===== config.mk =====
export PLATFORM = sky130hd
export DESIGN_NAME = fifo_queue_with_min_max_search_core
export DESIGN_NICKNAME = d
export VERILOG_FILES = /design/src/hdl/fqmm_pkg.sv /design/src/hdl/fifo_queue_with_min_max_search_core.sv /design/src/hdl/fqmm_cell.sv
export SDC_FILE = /design/constraint.sdc
export NUM_CORES = 1
export LEC_CHECK = 0
export ABC_AREA = 0
export BUFFER_PORTS_ARGS = -buffer_cell sky130_fd_sc_hd__buf_4
export CORE_MARGIN = 10
export CORE_UTILIZATION = 45
export DETAILED_ROUTE_END_ITERATION = 6
export PLACE_DENSITY = 0.65
export SYNTH_ARGS = -nofsm -noshare
export SYNTH_HDL_FRONTEND = slang
export SYNTH_SLANG_ARGS = --single-unit

===== constraint.sdc =====
create_clock -name clock -period 38.9 [get_ports clock]
set_input_delay 3.89 -clock clock [delete_from_list [all_inputs] [get_ports clock]]
set_output_delay 3.89 -clock clock [all_outputs]
set_load 0.01 [all_outputs]

===== src/hdl/fqmm_pkg.sv =====
// ----------------------------------------------------------------------------
// FIFO queue with min/max search: package
// Beat types, command and status codes and the cell control group.
// ----------------------------------------------------------------------------
package fqmm_pkg;

   localparam logic [2:0] OP_PUSH  = 3'd0;
   localparam logic [2:0] OP_POP   = 3'd1;
   localparam logic [2:0] OP_MAX   = 3'd2;
   localparam logic [2:0] OP_MIN   = 3'd3;
   localparam logic [2:0] OP_FIND  = 3'd4;
   localparam logic [2:0] OP_CLEAR = 3'd5;

   localparam logic [1:0] ST_OK        = 2'd0;
   localparam logic [1:0] ST_EMPTY     = 2'd1;
   localparam logic [1:0] ST_FULL      = 2'd2;
   localparam logic [1:0] ST_NOT_FOUND = 2'd3;

   typedef struct packed {
      logic [2:0]         opcode;
      logic signed [31:0] operand_value;
   } req_type;

   typedef struct packed {
      logic [1:0]         status;
      logic signed [31:0] result_value;
      logic [4:0]         position;
      logic [4:0]         occupancy;
      logic               last;
   } rsp_type;

   // Shift moves every entry one place toward the old end; rotate moves the
   // ring one place toward the head cell.
   typedef struct packed {
      logic shift;
      logic rotate;
   } cell_ctl_type;

endpackage


===== src/hdl/fifo_queue_with_min_max_search_core.sv =====
// ----------------------------------------------------------------------------
// FIFO queue with min/max search: top level
// Bounded queue of signed 32-bit words with push, pop, max, min, find and clear commands.
// ----------------------------------------------------------------------------
// The queue is a ring of DEPTH cells, cell 0 holding the newest entry. A push
// shifts every cell one place toward the old end, and push,
// clear, a refused push, a command on an empty queue and an unused opcode
// (which is dropped without a result) all finish in the cycle they are taken,
// so such commands can follow each other on every clock while the result
// channel keeps up. If the output register still holds a beat that has not
// been taken, the new beat waits in the pending register and the input stalls
// until the output register is free again.
// Pop, max, min and find walk the ring: it rotates one place per cycle so that
// each entry passes the comparator on the head cell, and after DEPTH steps the
// contents are back where they started. A find pauses the rotation while a
// second hit waits for the output register. A walking command keeps the input
// stalled through the DEPTH rotation steps and the hand-off of the final beat
// from the pending register, and longer while the result channel stalls.
// Find returns one beat per matching position, newest first, with
// last set on the final beat; a search for a value that is absent gives one
// not-found beat. A result beat sits in an output register, so a new command
// is taken while the previous result still waits; a further pending-beat
// register holds a result whose output slot is not yet free. Entries beyond
// the fill count are never reported. The position and occupancy fields carry
// the low five bits of the internal counts.
// ----------------------------------------------------------------------------
module fifo_queue_with_min_max_search_core
   import fqmm_pkg::*;
#(
   parameter int DEPTH = 16
)
(
   input  logic    clock,
   input  logic    reset,
   input  logic    req_valid,
   output logic    req_stall,
   input  req_type req_data,
   output logic    rsp_valid,
   input  logic    rsp_stall,
   output rsp_type rsp_data
);

   localparam int KW = $clog2(DEPTH);
   localparam int CW = $clog2(DEPTH + 1);
   localparam logic [KW-1:0] LastStep = KW'(DEPTH - 1);
   localparam logic [CW-1:0] FullCount = CW'(DEPTH);

   typedef enum logic [2:0] {
      S_IDLE  = 3'b001,
      S_SCAN  = 3'b010,
      S_FLUSH = 3'b100
   } state_type;

   // Low five bits of an internal count, as the beat fields carry them.
   function automatic logic [4:0] to_field(input logic [CW-1:0] x);
      logic [31:0] wide;
      wide = 32'(x);
      return wide[4:0];
   endfunction

   state_type          state_ff, state_in;
   logic [CW-1:0]      cnt_ff, cnt_in;
   logic               rsp_valid_ff, rsp_valid_in;
   rsp_type            rsp_ff;
   logic [KW-1:0]      step_ff, step_in;
   logic signed [31:0] acc_ff, acc_in;
   logic               hit_ff, hit_in;
   logic [CW-1:0]      hitpos_ff, hitpos_in;
   req_type            op_ff, op_in;
   rsp_type            pend_ff, pend_in;

   logic               accept;
   logic               out_free;
   logic               out_load;
   rsp_type            out_data;
   rsp_type            imm;
   logic               imm_valid;
   cell_ctl_type       ctl;
   logic signed [31:0] cell_val [DEPTH];
   logic signed [31:0] head;
   logic               in_range;
   logic [CW-1:0]      cur_pos;
   logic               match;
   logic               block;

   assign req_stall = (state_ff != S_IDLE);
   assign accept    = req_valid && !req_stall;
   assign out_free  = !rsp_valid_ff || !rsp_stall;
   assign head      = cell_val[0];

   // Ring of cells. On a push cell 0 takes the operand; while rotating, the
   // last cell takes the head so that nothing is lost.
   for (genvar i = 0; i < DEPTH; i++) begin : g_cell
      logic signed [31:0] lo_data;
      if (i == 0) begin : g_first
         assign lo_data = req_data.operand_value;
      end else begin : g_rest
         assign lo_data = cell_val[i-1];
      end
      fqmm_cell u_cell (
         .clock   (clock),
         .ctl     (ctl),
         .lo_data (lo_data),
         .hi_data (cell_val[(i + 1) % DEPTH]),
         .value   (cell_val[i])
      );
   end

   // The head cell holds entry step_ff during a scan.
   assign in_range = (CW'(step_ff) < cnt_ff);
   assign cur_pos  = CW'(step_ff) + CW'(1);
   assign match    = (op_ff.opcode == OP_FIND) && in_range &&
                     (head == op_ff.operand_value);
   // A second hit must push the earlier one out before it can be held.
   assign block    = match && hit_ff && !out_free;

   always_comb begin
      state_in  = state_ff;
      cnt_in    = cnt_ff;
      step_in   = step_ff;
      acc_in    = acc_ff;
      hit_in    = hit_ff;
      hitpos_in = hitpos_ff;
      op_in     = op_ff;
      pend_in   = pend_ff;
      out_load  = 1'b0;
      out_data  = '0;
      ctl       = '0;
      imm       = '0;
      imm_valid = 1'b0;

      case (state_ff)
         S_IDLE: begin
            if (accept) begin
               imm.last  = 1'b1;
               imm_valid = 1'b1;
               if (req_data.opcode == OP_PUSH) begin
                  if (cnt_ff == FullCount) begin
                     imm.status    = ST_FULL;
                     imm.occupancy = to_field(cnt_ff);
                  end else begin
                     ctl.shift     = 1'b1;
                     cnt_in        = cnt_ff + CW'(1);
                     imm.status    = ST_OK;
                     imm.occupancy = to_field(cnt_in);
                  end
               end else if (req_data.opcode > OP_CLEAR) begin
                  imm_valid = 1'b0;
               end else if (cnt_ff == '0) begin
                  imm.status = ST_EMPTY;
               end else if (req_data.opcode == OP_CLEAR) begin
                  cnt_in     = '0;
                  imm.status = ST_OK;
               end else begin
                  imm_valid = 1'b0;
                  state_in  = S_SCAN;
                  step_in   = '0;
                  hit_in    = 1'b0;
                  op_in     = req_data;
               end
               if (imm_valid) begin
                  if (out_free) begin
                     out_load = 1'b1;
                     out_data = imm;
                  end else begin
                     pend_in  = imm;
                     state_in = S_FLUSH;
                  end
               end
            end
         end
         S_SCAN: begin
            if (!block) begin
               ctl.rotate = 1'b1;
               step_in    = step_ff + KW'(1);
               case (op_ff.opcode)
                  OP_POP: begin
                     if (cur_pos == cnt_ff) begin
                        acc_in = head;
                     end
                  end
                  OP_MAX: begin
                     if ((step_ff == '0) || (in_range && (head > acc_ff))) begin
                        acc_in = head;
                     end
                  end
                  OP_MIN: begin
                     if ((step_ff == '0) || (in_range && (head < acc_ff))) begin
                        acc_in = head;
                     end
                  end
                  OP_FIND: begin
                     if (match) begin
                        if (hit_ff) begin
                           out_load              = 1'b1;
                           out_data.status       = ST_OK;
                           out_data.result_value = op_ff.operand_value;
                           out_data.position     = to_field(hitpos_ff);
                           out_data.occupancy    = to_field(cnt_ff);
                           out_data.last         = 1'b0;
                        end
                        hit_in    = 1'b1;
                        hitpos_in = cur_pos;
                     end
                  end
                  default: begin
                  end
               endcase
               if (step_ff == LastStep) begin
                  state_in          = S_FLUSH;
                  pend_in           = '0;
                  pend_in.last      = 1'b1;
                  pend_in.status    = ST_OK;
                  pend_in.occupancy = to_field(cnt_ff);
                  if (op_ff.opcode == OP_FIND) begin
                     if (hit_in) begin
                        pend_in.result_value = op_ff.operand_value;
                        pend_in.position     = to_field(hitpos_in);
                     end else begin
                        pend_in.status = ST_NOT_FOUND;
                     end
                  end else begin
                     pend_in.result_value = acc_in;
                     if (op_ff.opcode == OP_POP) begin
                        cnt_in            = cnt_ff - CW'(1);
                        pend_in.occupancy = to_field(cnt_in);
                     end
                  end
               end
            end
         end
         S_FLUSH: begin
            if (out_free) begin
               out_load = 1'b1;
               out_data = pend_ff;
               state_in = S_IDLE;
            end
         end
         default: begin
            state_in = S_IDLE;
         end
      endcase
   end

   assign rsp_valid_in = out_load ? 1'b1 : (rsp_stall ? rsp_valid_ff : 1'b0);

   always_ff @(posedge clock) begin
      if (reset) begin
         state_ff     <= S_IDLE;
         cnt_ff       <= '0;
         rsp_valid_ff <= 1'b0;
      end else begin
         state_ff     <= state_in;
         cnt_ff       <= cnt_in;
         rsp_valid_ff <= rsp_valid_in;
      end
   end

   always_ff @(posedge clock) begin
      step_ff   <= step_in;
      acc_ff    <= acc_in;
      hit_ff    <= hit_in;
      hitpos_ff <= hitpos_in;
      op_ff     <= op_in;
      pend_ff   <= pend_in;
      if (out_load) begin
         rsp_ff <= out_data;
      end
   end

   assign rsp_valid = rsp_valid_ff;
   assign rsp_data  = rsp_ff;

endmodule


===== src/hdl/fqmm_cell.sv =====
// ----------------------------------------------------------------------------
// FIFO queue with min/max search: storage cell
// One queue slot that takes its lower neighbor on a push and its upper
// neighbor while the ring rotates.
// ----------------------------------------------------------------------------
module fqmm_cell
   import fqmm_pkg::*;
(
   input  logic               clock,
   input  cell_ctl_type       ctl,
   input  logic signed [31:0] lo_data,
   input  logic signed [31:0] hi_data,
   output logic signed [31:0] value
);

   logic signed [31:0] value_ff;
   logic signed [31:0] value_in;

   always_comb begin
      value_in = value_ff;
      if (ctl.shift) begin
         value_in = lo_data;
      end else if (ctl.rotate) begin
         value_in = hi_data;
      end
   end

   always_ff @(posedge clock) begin
      value_ff <= value_in;
   end

   assign value = value_ff;

endmodule


==> impl_metrics.json, run 1 <==
{
  "synth_area_per_cell_um2": 16.6,
  "cts_setup_buffers": 0,
  "netlist-cell-type-count": 57,
  "yosysTopAreaCellShare_pct": 66.8,
  "drt_iter0_markers": 1458,
  "synth_area_leaders": "edfxtp_1 67%, mux2_2 20%, ha_1 1.6%",
  "worstSkewPairLatency_ps": 620,
  "rows": 95,
  "grt_usage_pct": 14.7,
  "num_vias": 15800,
  "wl_met3_um": 3170,
  "power.density_nw_per_um2": 45.7,
  "grt_pass1_vias": 16200,
  "synthFlopType": "edfxtp_1",
  "stdcell_area_um2": 34300,
  "crit_required_ps": 39110,
  "io_buffers": 85,
  "grt_max_degree": 203,
  "routedWlPerCell_um": 20.5,
  "path_max_fanout": 202,
  "antenna_left": 0,
  "relSlewSlack_pct": 13.7,
  "start_kind": "primary input",
  "dieWidth_um": 280,
  "worst_pin_slew_ps": 1290,
  "cts_tree": "built",
  "syn_inst": 1835,
  "switching_share_pct": 20.7,
  "yosys.area.top_type": "edfxtp_1",
  "end_kind": "flip-flop",
  "dp_hpwl_um": 36900,
  "cts_sinks": 687,
  "crit_arrival_ps": 7910,
  "numCtsBuffers": 72,
  "syn_to_final_growth_pct": 12.4,
  "finalSetupTns_ps": 0,
  "finalCritPeriodShare_pct": 19.8,
  "clock_path_buffers": 3,
  "wl_um": 58600,
  "coreArea_um2": 67200,
  "cts_resized": 0,
  "fin_nets": 2000,
  "met1Wirelength_um": 27300,
  "antenna_found_initial": 0,
  "dieArea_um2": 78600,
  "die_h_um": 280,
  "hold_viol_final": 0,
  "max_freq_ghz": 0.130,
  "maxCapViolCount": 0,
  "drc_errors": 0,
  "drive_above_1_share_pct": 38.7,
  "hp-class": "reg -> reg",
  "holdBufCountCts": 0,
  "htreeDepth": 3,
  "p_switching_mw": 0.324,
  "intPower_mw": 1.24,
  "met2_wirelength_um": 26900,
  "ys_seq_area_share_pct": 67.4,
  "p_leak_nw": 11.8,
  "synth_enable_flop_cells": 678,
  "dr.pass1.iters": 5,
  "clockPowerShare_pct": 42.0,
  "cts_root_buf": "clkbuf_16",
  "pwr-share-comb_pct": 4.2,
  "async_reset_ff_share_pct": 0,
  "grt_pass1_wl_um": 92100,
  "ys_ff_latch": 687,
  "syn_nets": 1914,
  "criticalPathCategory": "in -> reg",
  "start_util_pct": 45.4,
  "top_layer_used": "met4",
  "irDropWorstVdd_mv": 0.0282,
  "clk_pin_slew_worst_paths_ps": 50,
  "ios": 86,
  "rsz0062_at_grt": "no",
  "outcome": "finished, final reports clean",
  "routed_via_density": 5.55,
  "power_frac_seq_pct": 53.8,
  "placed_area_um2": 32100,
  "antenna_cells_inserted": 0,
  "period_minus_slack_ps": 7700,
  "routabilityCongestion": 0.849,
  "finalMaxSlewViolations": 0,
  "min_path_cells": 2,
  "yosys_warnings": 0,
  "grt_overflow_total": 0,
  "finClkSkew_ps": 28.6,
  "setup_viol": 0,
  "netlist_area_um2": 30500,
  "reg2reg_depth": 10
}
-- synthesized netlist by cell type (all sizes together) (24+ instances only) --
cell,count
a22o,37
and2,31
clkbuf,74
edfxtp,678
ha,40
inv,44
mux2,547
nand2,47
nand3,27
nand4,24
nor2,40
xor2,33
-- kinds of logic (layout without fill, tap and decap cells) --
family,count (synthesis),count (layout),synth area share [%]
AOI/OAI and AO/OA,144,144,3.53
xor gates and xnor gates,40,40,1.15
adders and majority gates,40,40,1.64
buffers and inverters,135,278,1.76
DFF,687,687,67.4
muxes,551,551,20.3
and+or+nand+nor,238,238,4.23
-- state kept, by name, indices dropped and copies added, names as in the netlist --
register             flops
rsp_data                45
cnt_ff                   5
rsp_valid                1
state_ff                 3
hit_ff                   1
op_ff                   35
g_cell.u_cell.value    512
hitpos_ff                5
pend_ff                 44
acc_ff                  32
step_ff                  4
-- metrics by stage --
| step | instances | power [mW] | hold slack (ps) | utilization [%] | setup slack (ps) |
|---|---|---|---|---|---|
| after floorplan | 1835 | 0.906 | 484 | - | 21850 |
| after global placement | 2720 | 0.921 | 501 | 47.7 | 30790 |
| after detailed placement | 2720 | 0.924 | 516 | 47.7 | 30620 |
| after CTS | 2851 | 1.59 | 529 | 51.1 | 31300 |
| after global routing | 2851 | 1.62 | 556 | 51.1 | 30960 |
| final | 2851 | 1.57 | 524 | 51.1 | 31200 |
-- layer usage --
| metal | vias to the layer above | global-route usage, % |
|---|---|---|
| li1 | 7381 | - |
| met1 | 7952 | 20.4 |
| met2 | 385 | 22.8 |
| met3 | 91 | 2.65 |
| met4 | 0 | 5.05 |
| met5 | - | 0 |
-- cell usage in the layout, fill, tap and decap left out, types with 20 or more instances in the layout --
master	synthesis	layout
nand4_1	24	24
nand2_1	47	46
o21ai_0	21	21
a221o_1	20	20
and2_1	31	30
edfxtp_1	678	678
a22o_1	37	37
nand3_1	27	27
buf_4	2	102
mux2_2	547	547
nor2_1	39	38
clkbuf_16	0	75
inv_1	44	43
xor2_1	33	33
ha_1	40	40
a21oi_1	22	22
-- cell type report --
| cell class | instances | area [um^2] |
|---|---|---|
| Clock buffer | 93 | 1940 |
| Clock inverter | 38 | 292 |
| Fill cell | 5394 | 32900 |
| Inverter | 44 | 165 |
| Multi-Input combinational cell | 1013 | 9470 |
| Sequential cell | 687 | 20500 |
| Tap cell | 873 | 1090 |
| Timing Repair Buffer | 103 | 786 |
-- critical path, stage by stage --
cell     delay, ps
buf_4          130
or2_2          320
nor2_1         340
nand4_1        140
buf_4          440
nand2_4        560
buf_4          950
buf_12         770
-- final timing paths --
kind         slack, ps    startpoint                           to
min reg2reg        520    pend_ff[1]                  rsp_data[1]
max              31200  req_data[33]  g_cell[10].u_cell.value[10]
min                520    pend_ff[1]                  rsp_data[1]
max reg2reg      33570     cnt_ff[1]   g_cell[11].u_cell.value[5]
-- power groups by stage --
stage	Sequential (mW)	Combinational, mW	Clock, mW
6_report	0.842	0.0654	0.658
3_5_place_dp	0.858	0.0660	0
2_1_floorplan	0.864	0.0418	0
3_3_place_gp	0.857	0.0637	0
5_1_grt	0.844	0.0711	0.706
4_1_cts	0.842	0.0663	0.678
(Power assumes the default switching activity.)
==> inputs of run 2 (changes only) <==
--- a/config.mk
+++ b/config.mk
@@ -10,7 +10,7 @@
 export CORE_MARGIN = 10
 export CORE_UTILIZATION = 45
 export DETAILED_ROUTE_END_ITERATION = 6
-export PLACE_DENSITY = 0.65
+export PLACE_DENSITY = 0.67
 export SYNTH_ARGS = -nofsm -noshare
 export SYNTH_HDL_FRONTEND = slang
 export SYNTH_SLANG_ARGS = --single-unit
==> constraint.sdc (replaced) <==
create_clock -name clock -period 7 [get_ports clock]
set_input_delay 0.7 -clock clock [delete_from_list [all_inputs] [get_ports clock]]
set_output_delay 0.7 -clock clock [all_outputs]
set_load 0.01 [all_outputs]
==> run 2 against run 1 <==
Compared with the run above:
- combinational power increased to 5.6 times the previous value
- register-to-register slack got worse by 31000 ps
- clock-buffer cell count down 2
- die area stayed put
- setup slack worse by 29000 ps
- sequential power rose to 5.6 times the previous value
- utilization is 0.13 points higher
- highest routed layer unchanged
==> impl_metrics.json, run 2 (same netlist as run 1, synthesis figures left out) <==
{
  "outcome": "finished, final reports clean",
  "finalMaxSlewViolations": 0,
  "clock_path_buffers": 3,
  "hold_end": "op_ff[1]",
  "cts_setup_buffers": 0,
  "hold_slack_ps": 297,
  "hp-class": "in -> reg",
  "p_total_mw": 8.75,
  "final_cell_mix": "678 x edfxtp_1, 547 x mux2_2, 98 x buf_4",
  "multiInputGateArea_um2": 9480,
  "start_util_pct": 45.4,
  "coreArea_um2": 67200,
  "grt_pass1_wl_um": 90600,
  "maxCapViolCount": 0,
  "stdcell_area_um2": 34400,
  "rsz0062_at_grt": "no",
  "start_kind": "flip-flop",
  "crit_buf_inv": 4,
  "largest_register_ffs": 512,
  "cts_sinks": 687,
  "placed_area_um2": 32100,
  "grt_usage_pct": 14.4,
  "p_leak_nw": 11.8,
  "dieWidth_um": 280,
  "syn_to_final_growth_pct": 12.7,
  "drt_iter0_markers": 1519,
  "power.density_nw_per_um2": 254,
  "min_path_cells": 1,
  "drc_errors": 0,
  "end_kind": "flip-flop",
  "antenna_cells_inserted": 0,
  "routed_via_density": 5.56,
  "cts_tree": "built",
  "path_max_fanout": 207,
  "crit_required_ps": 7350,
  "dp_hpwl_um": 35900,
  "dieArea_um2": 78600,
  "holdBufCountCts": 0,
  "cts_root_buf": "clkbuf_16",
  "dr.pass1.iters": 6,
  "register_area_um2": 20500,
  "max_freq_ghz": 0.222,
  "num_vias": 15800,
  "hold_viol_final": 0,
  "worstSkewPairLatency_ps": 600,
  "grt_max_degree": 220,
  "routabilityCongestion": 0.864,
  "numCtsBuffers": 73,
  "finClkSkew_ps": 20.7,
  "finalSetupTns_ps": 0,
  "irDropWorstVdd_mv": 0.164,
  "r2r_start": "cnt_ff[0]",
  "r2r-end": "g_cell[7].u_cell.value[15]",
  "fin_nets": 2000,
  "cp.depth": 9,
  "wl_um": 58000,
  "fillers": 5437,
  "timing.reg2reg.setup_slack_ps": 2500,
  "htreeDepth": 3,
  "drive_above_1_share_pct": 38.7,
  "finalCritPeriodShare_pct": 64.3,
  "grt_overflow_total": 0,
  "clk_pin_slew_worst_paths_ps": 60,
  "ios": 86,
  "reg2reg_depth": 9,
  "critical_path.slowest_cell": "buf_4",
  "relSlewSlack_pct": 16.2,
  "routedWlPerCell_um": 20.3,
  "period_minus_slack_ps": 4500,
  "grt_pass1_vias": 16100,
  "criticalPathCategory": "reg -> reg",
  "fin_cells": 2849,
  "antenna_found_initial": 0,
  "cts_resized": 0,
  "holdCritStartpoint": "req_data[1]",
  "final_common_cell": "edfxtp_1",
  "crit_arrival_ps": 4840,
  "worst_pin_slew_ps": 1260,
  "cp_cell_sequence": "inv_1 -> ha_1 -> nor3b_1 -> nand2_1 -> nand4_1 -> buf_4 -> buf_12 -> buf_4 -> mux2_2",
  "cp_top_family": "buffers and inverters",
  "slowest_delay_ps": 760,
  "rows": 95,
  "die_h_um": 280,
  "io_buffers": 85,
  "setup_viol": 0,
  "crit_top_cell": "buf_4",
  "placed_cells": 2719,
  "antenna_left": 0
}
[run 2: worst max path at each step]
stage / start / to / slack, ps
after floorplan: req_data[33] / g_cell[0].u_cell.value[0] / 960
after global placement: cnt_ff[0] / g_cell[14].u_cell.value[15] / 2710
after detailed placement: cnt_ff[0] / g_cell[7].u_cell.value[15] / 2640
after CTS: cnt_ff[0] / g_cell[7].u_cell.value[15] / 2610
after global routing: cnt_ff[1] / g_cell[7].u_cell.value[15] / 2220
final: cnt_ff[0] / g_cell[7].u_cell.value[15] / 2500
[run 2: through the flow]
step / setup WS (ps) / utilization, %
floorplan: 963 / -
global placement: 2710 / 47.8
detailed placement: 2640 / 47.8
CTS: 2610 / 51.2
global route: 2220 / 51.2
finish: 2500 / 51.2
[run 2: worst register-to-register path, cell delays in order, from the launching register on]
cell and delay, ps:
dfxtp_1 390, inv_1 130, ha_1 190, nor3b_1 440
nand2_1 140, nand4_1 110, buf_4 640, buf_12 710
buf_4 1060, mux2_2 440
[run 2: layout make-up]
cell class | instances | share of cell area, %
clock inverter | 39 | 0.888
timing repair buffer | 102 | 2.37
inverter | 44 | 0.480
multi-input combinational | 1013 | 27.6
sequential | 687 | 59.7
clock buffer | 91 | 5.76
tap | 873 | 3.18
[run 2: per-layer routing]
layer / track usage, % / vias up / wire, um
met5: 0 / - / 0
met2: 22.6 / 433 / 27000
met3: 3.03 / 90 / 3680
met4: 4.60 / 0 / 1120
met1: 19.8 / 7931 / 26100
li1: - / 7389 / -
[run 2: power breakdown]
group	leakage (nW)	switching [mW]	internal [mW]	total (mW)
Combinational	4.45	0.198	0.169	0.367
Sequential	6.25	0.0550	4.62	4.68
Clock	1.12	1.52	2.18	3.70
Total	11.8	1.77	6.97	8.75
==> inputs of run 3 (changes only) <==
==> constraint.sdc (replaced) <==
create_clock -name clock -period 4.1 [get_ports clock]
set_input_delay 0.41 -clock clock [delete_from_list [all_inputs] [get_ports clock]]
set_output_delay 0.41 -clock clock [all_outputs]
set_load 0.01 [all_outputs]
==> run 3 against run 2 <==
Compared with the run above:
- sequential power rose by 71%
- clock-buffer cell count did not move
- maximum frequency rose by 26%
- cell count rose by 1.2%
- worst hold slack got worse by 270 ps
- utilization rose by 0.80 points
- wire length rose by 1.5%
- power rose by 74%
- critical path type unchanged
- largest power group unchanged
==> impl_metrics.json, run 3 (same netlist as run 1, synthesis figures left out) <==
{
  "power.density_nw_per_um2": 435,
  "grt_overflow_total": 0,
  "stdcell_area_um2": 34900,
  "io_buffers": 85,
  "rsz0062_at_grt": "no",
  "antenna_left": 0,
  "timing.reg2reg.setup_slack_ps": 530,
  "finalMaxSlewViolations": 0,
  "start_util_pct": 45.4,
  "num_vias": 16000,
  "dieArea_um2": 78600,
  "criticalPathCategory": "reg -> reg",
  "dp_hpwl_um": 37900,
  "crit_arrival_ps": 3910,
  "setup_viol": 0,
  "drt_iter0_markers": 1382,
  "wl_um": 58800,
  "drc_errors": 0,
  "coreArea_um2": 67200,
  "end_kind": "flip-flop",
  "syn_to_final_growth_pct": 14.5,
  "placed_area_um2": 32400,
  "grt_max_degree": 102,
  "antenna_cells_inserted": 0,
  "relSlewSlack_pct": 39.0,
  "holdCritStartpoint": "req_data[30]",
  "grt_usage_pct": 14.8,
  "irDropWorstVdd_mv": 0.316,
  "ios": 86,
  "cts_setup_buffers": 0,
  "outcome": "finished, final reports clean",
  "grt_pass1_wl_um": 92600,
  "crit_required_ps": 4440,
  "holdBufCountCts": 14,
  "finClkSkew_ps": 29.3,
  "period_minus_slack_ps": 3570,
  "antenna_found_initial": 1,
  "r2r-end": "acc_ff[16]",
  "rows": 95,
  "cts_resized": 0,
  "die_h_um": 280,
  "fin_nets": 2037,
  "dieWidth_um": 280,
  "post-route-util_pct": 52.0,
  "dr.pass1.iters": 5,
  "routedWlPerCell_um": 20.4,
  "worst_pin_slew_ps": 913,
  "clock_path_buffers": 3,
  "grt_pass1_vias": 16400,
  "hp-class": "in -> reg",
  "hold_slack_ps": 22.8,
  "cts_root_buf": "clkbuf_16",
  "cts_tree": "built",
  "reg2reg_depth": 10,
  "numCtsBuffers": 73,
  "maxCapViolCount": 0,
  "final_common_cell": "edfxtp_1",
  "hold_viol_final": 0,
  "p_leak_nw": 12.1,
  "hold_end": "op_ff[30]",
  "routed_via_density": 5.54,
  "min_path_cells": 1,
  "r2r_start": "g_cell[0].u_cell.value[23]",
  "htreeDepth": 3,
  "routabilityCongestion": 0.886,
  "path_max_fanout": 20,
  "drive_above_1_share_pct": 39.8,
  "max_freq_ghz": 0.280,
  "largest_register_ffs": 512,
  "cts_sinks": 687,
  "final_cell_mix": "678 x edfxtp_1, 547 x mux2_2, 109 x buf_4",
  "worstSkewPairLatency_ps": 600,
  "clk_pin_slew_worst_paths_ps": 60,
  "finalCritPeriodShare_pct": 87.1,
  "start_kind": "flip-flop"
}
run 3: cell types whose count changed in the layout (fill, tap and decap cells not counted), moves of 3 or more:
cell           change
buf_12            +12
buf_4             +11
bufinv_16          +3
clkinv_1          -13
clkinv_2           +4
dlygate4sd3_1     +14
run 3: area by class of cell:
type / instances / area [um^2]
multi-input combinational: 1013 / 9480
timing repair buffer: 139 / 1280
clock inverter: 36 / 397
tap: 873 / 1090
sequential: 687 / 20500
clock buffer: 91 / 1960
inverter: 44 / 165
fill: 5376 / 32200
run 3: stage by stage:
| stage | std cells | setup TNS [ps] | power (mW) | setup slack (ps) |
|---|---|---|---|---|
| 2_1_floorplan | 1835 | -130770 | 8.52 | -255 |
| 5_1_grt | 2883 | 0 | 15.7 | 361 |
| 4_1_cts | 2883 | 0 | 15.4 | 640 |
| 3_3_place_gp | 2742 | 0 | 8.76 | 745 |
| 3_5_place_dp | 2742 | 0 | 8.78 | 669 |
| 6_report | 2883 | 0 | 15.2 | 530 |
run 3: how the worst max path moves through the flow:
stage	startpoint	to
6_report	g_cell[0].u_cell.value[23]	acc_ff[16]
5_1_grt	cnt_ff[1]	pend_ff[28]
4_1_cts	g_cell[0].u_cell.value[23]	acc_ff[9]
3_5_place_dp	g_cell[0].u_cell.value[23]	acc_ff[16]
3_3_place_gp	g_cell[0].u_cell.value[23]	acc_ff[21]
2_1_floorplan	op_ff[33]	g_cell[0].u_cell.value[0]
run 3: critical path, stage by stage (launching register included):
cell       delay, ps
edfxtp_1         500
ha_1             340
a211oi_1         210
o21ai_0          130
o211a_1          150
o31ai_1          490
nand3b_1         190
o2bb2ai_2        210
o21ai_4          490
buf_12           250
mux2_2           350
run 3: layer usage:
layer  vias to the layer above  global-route usage [%]  wire length [um]
met5                         -                       0                17
met4                         2                    5.03              1350
met3                        95                    3.30              3650
met2                       400                    23.5             27600
met1                      8023                    19.8             26200
li1                       7440                       -                 -
run 3: where the power goes:
part	switching, mW	internal, mW	total (mW)
clock network	2.65	3.89	6.54
registers	0.0976	7.89	7.98
logic	0.342	0.315	0.657
total	3.09	12.1	15.2
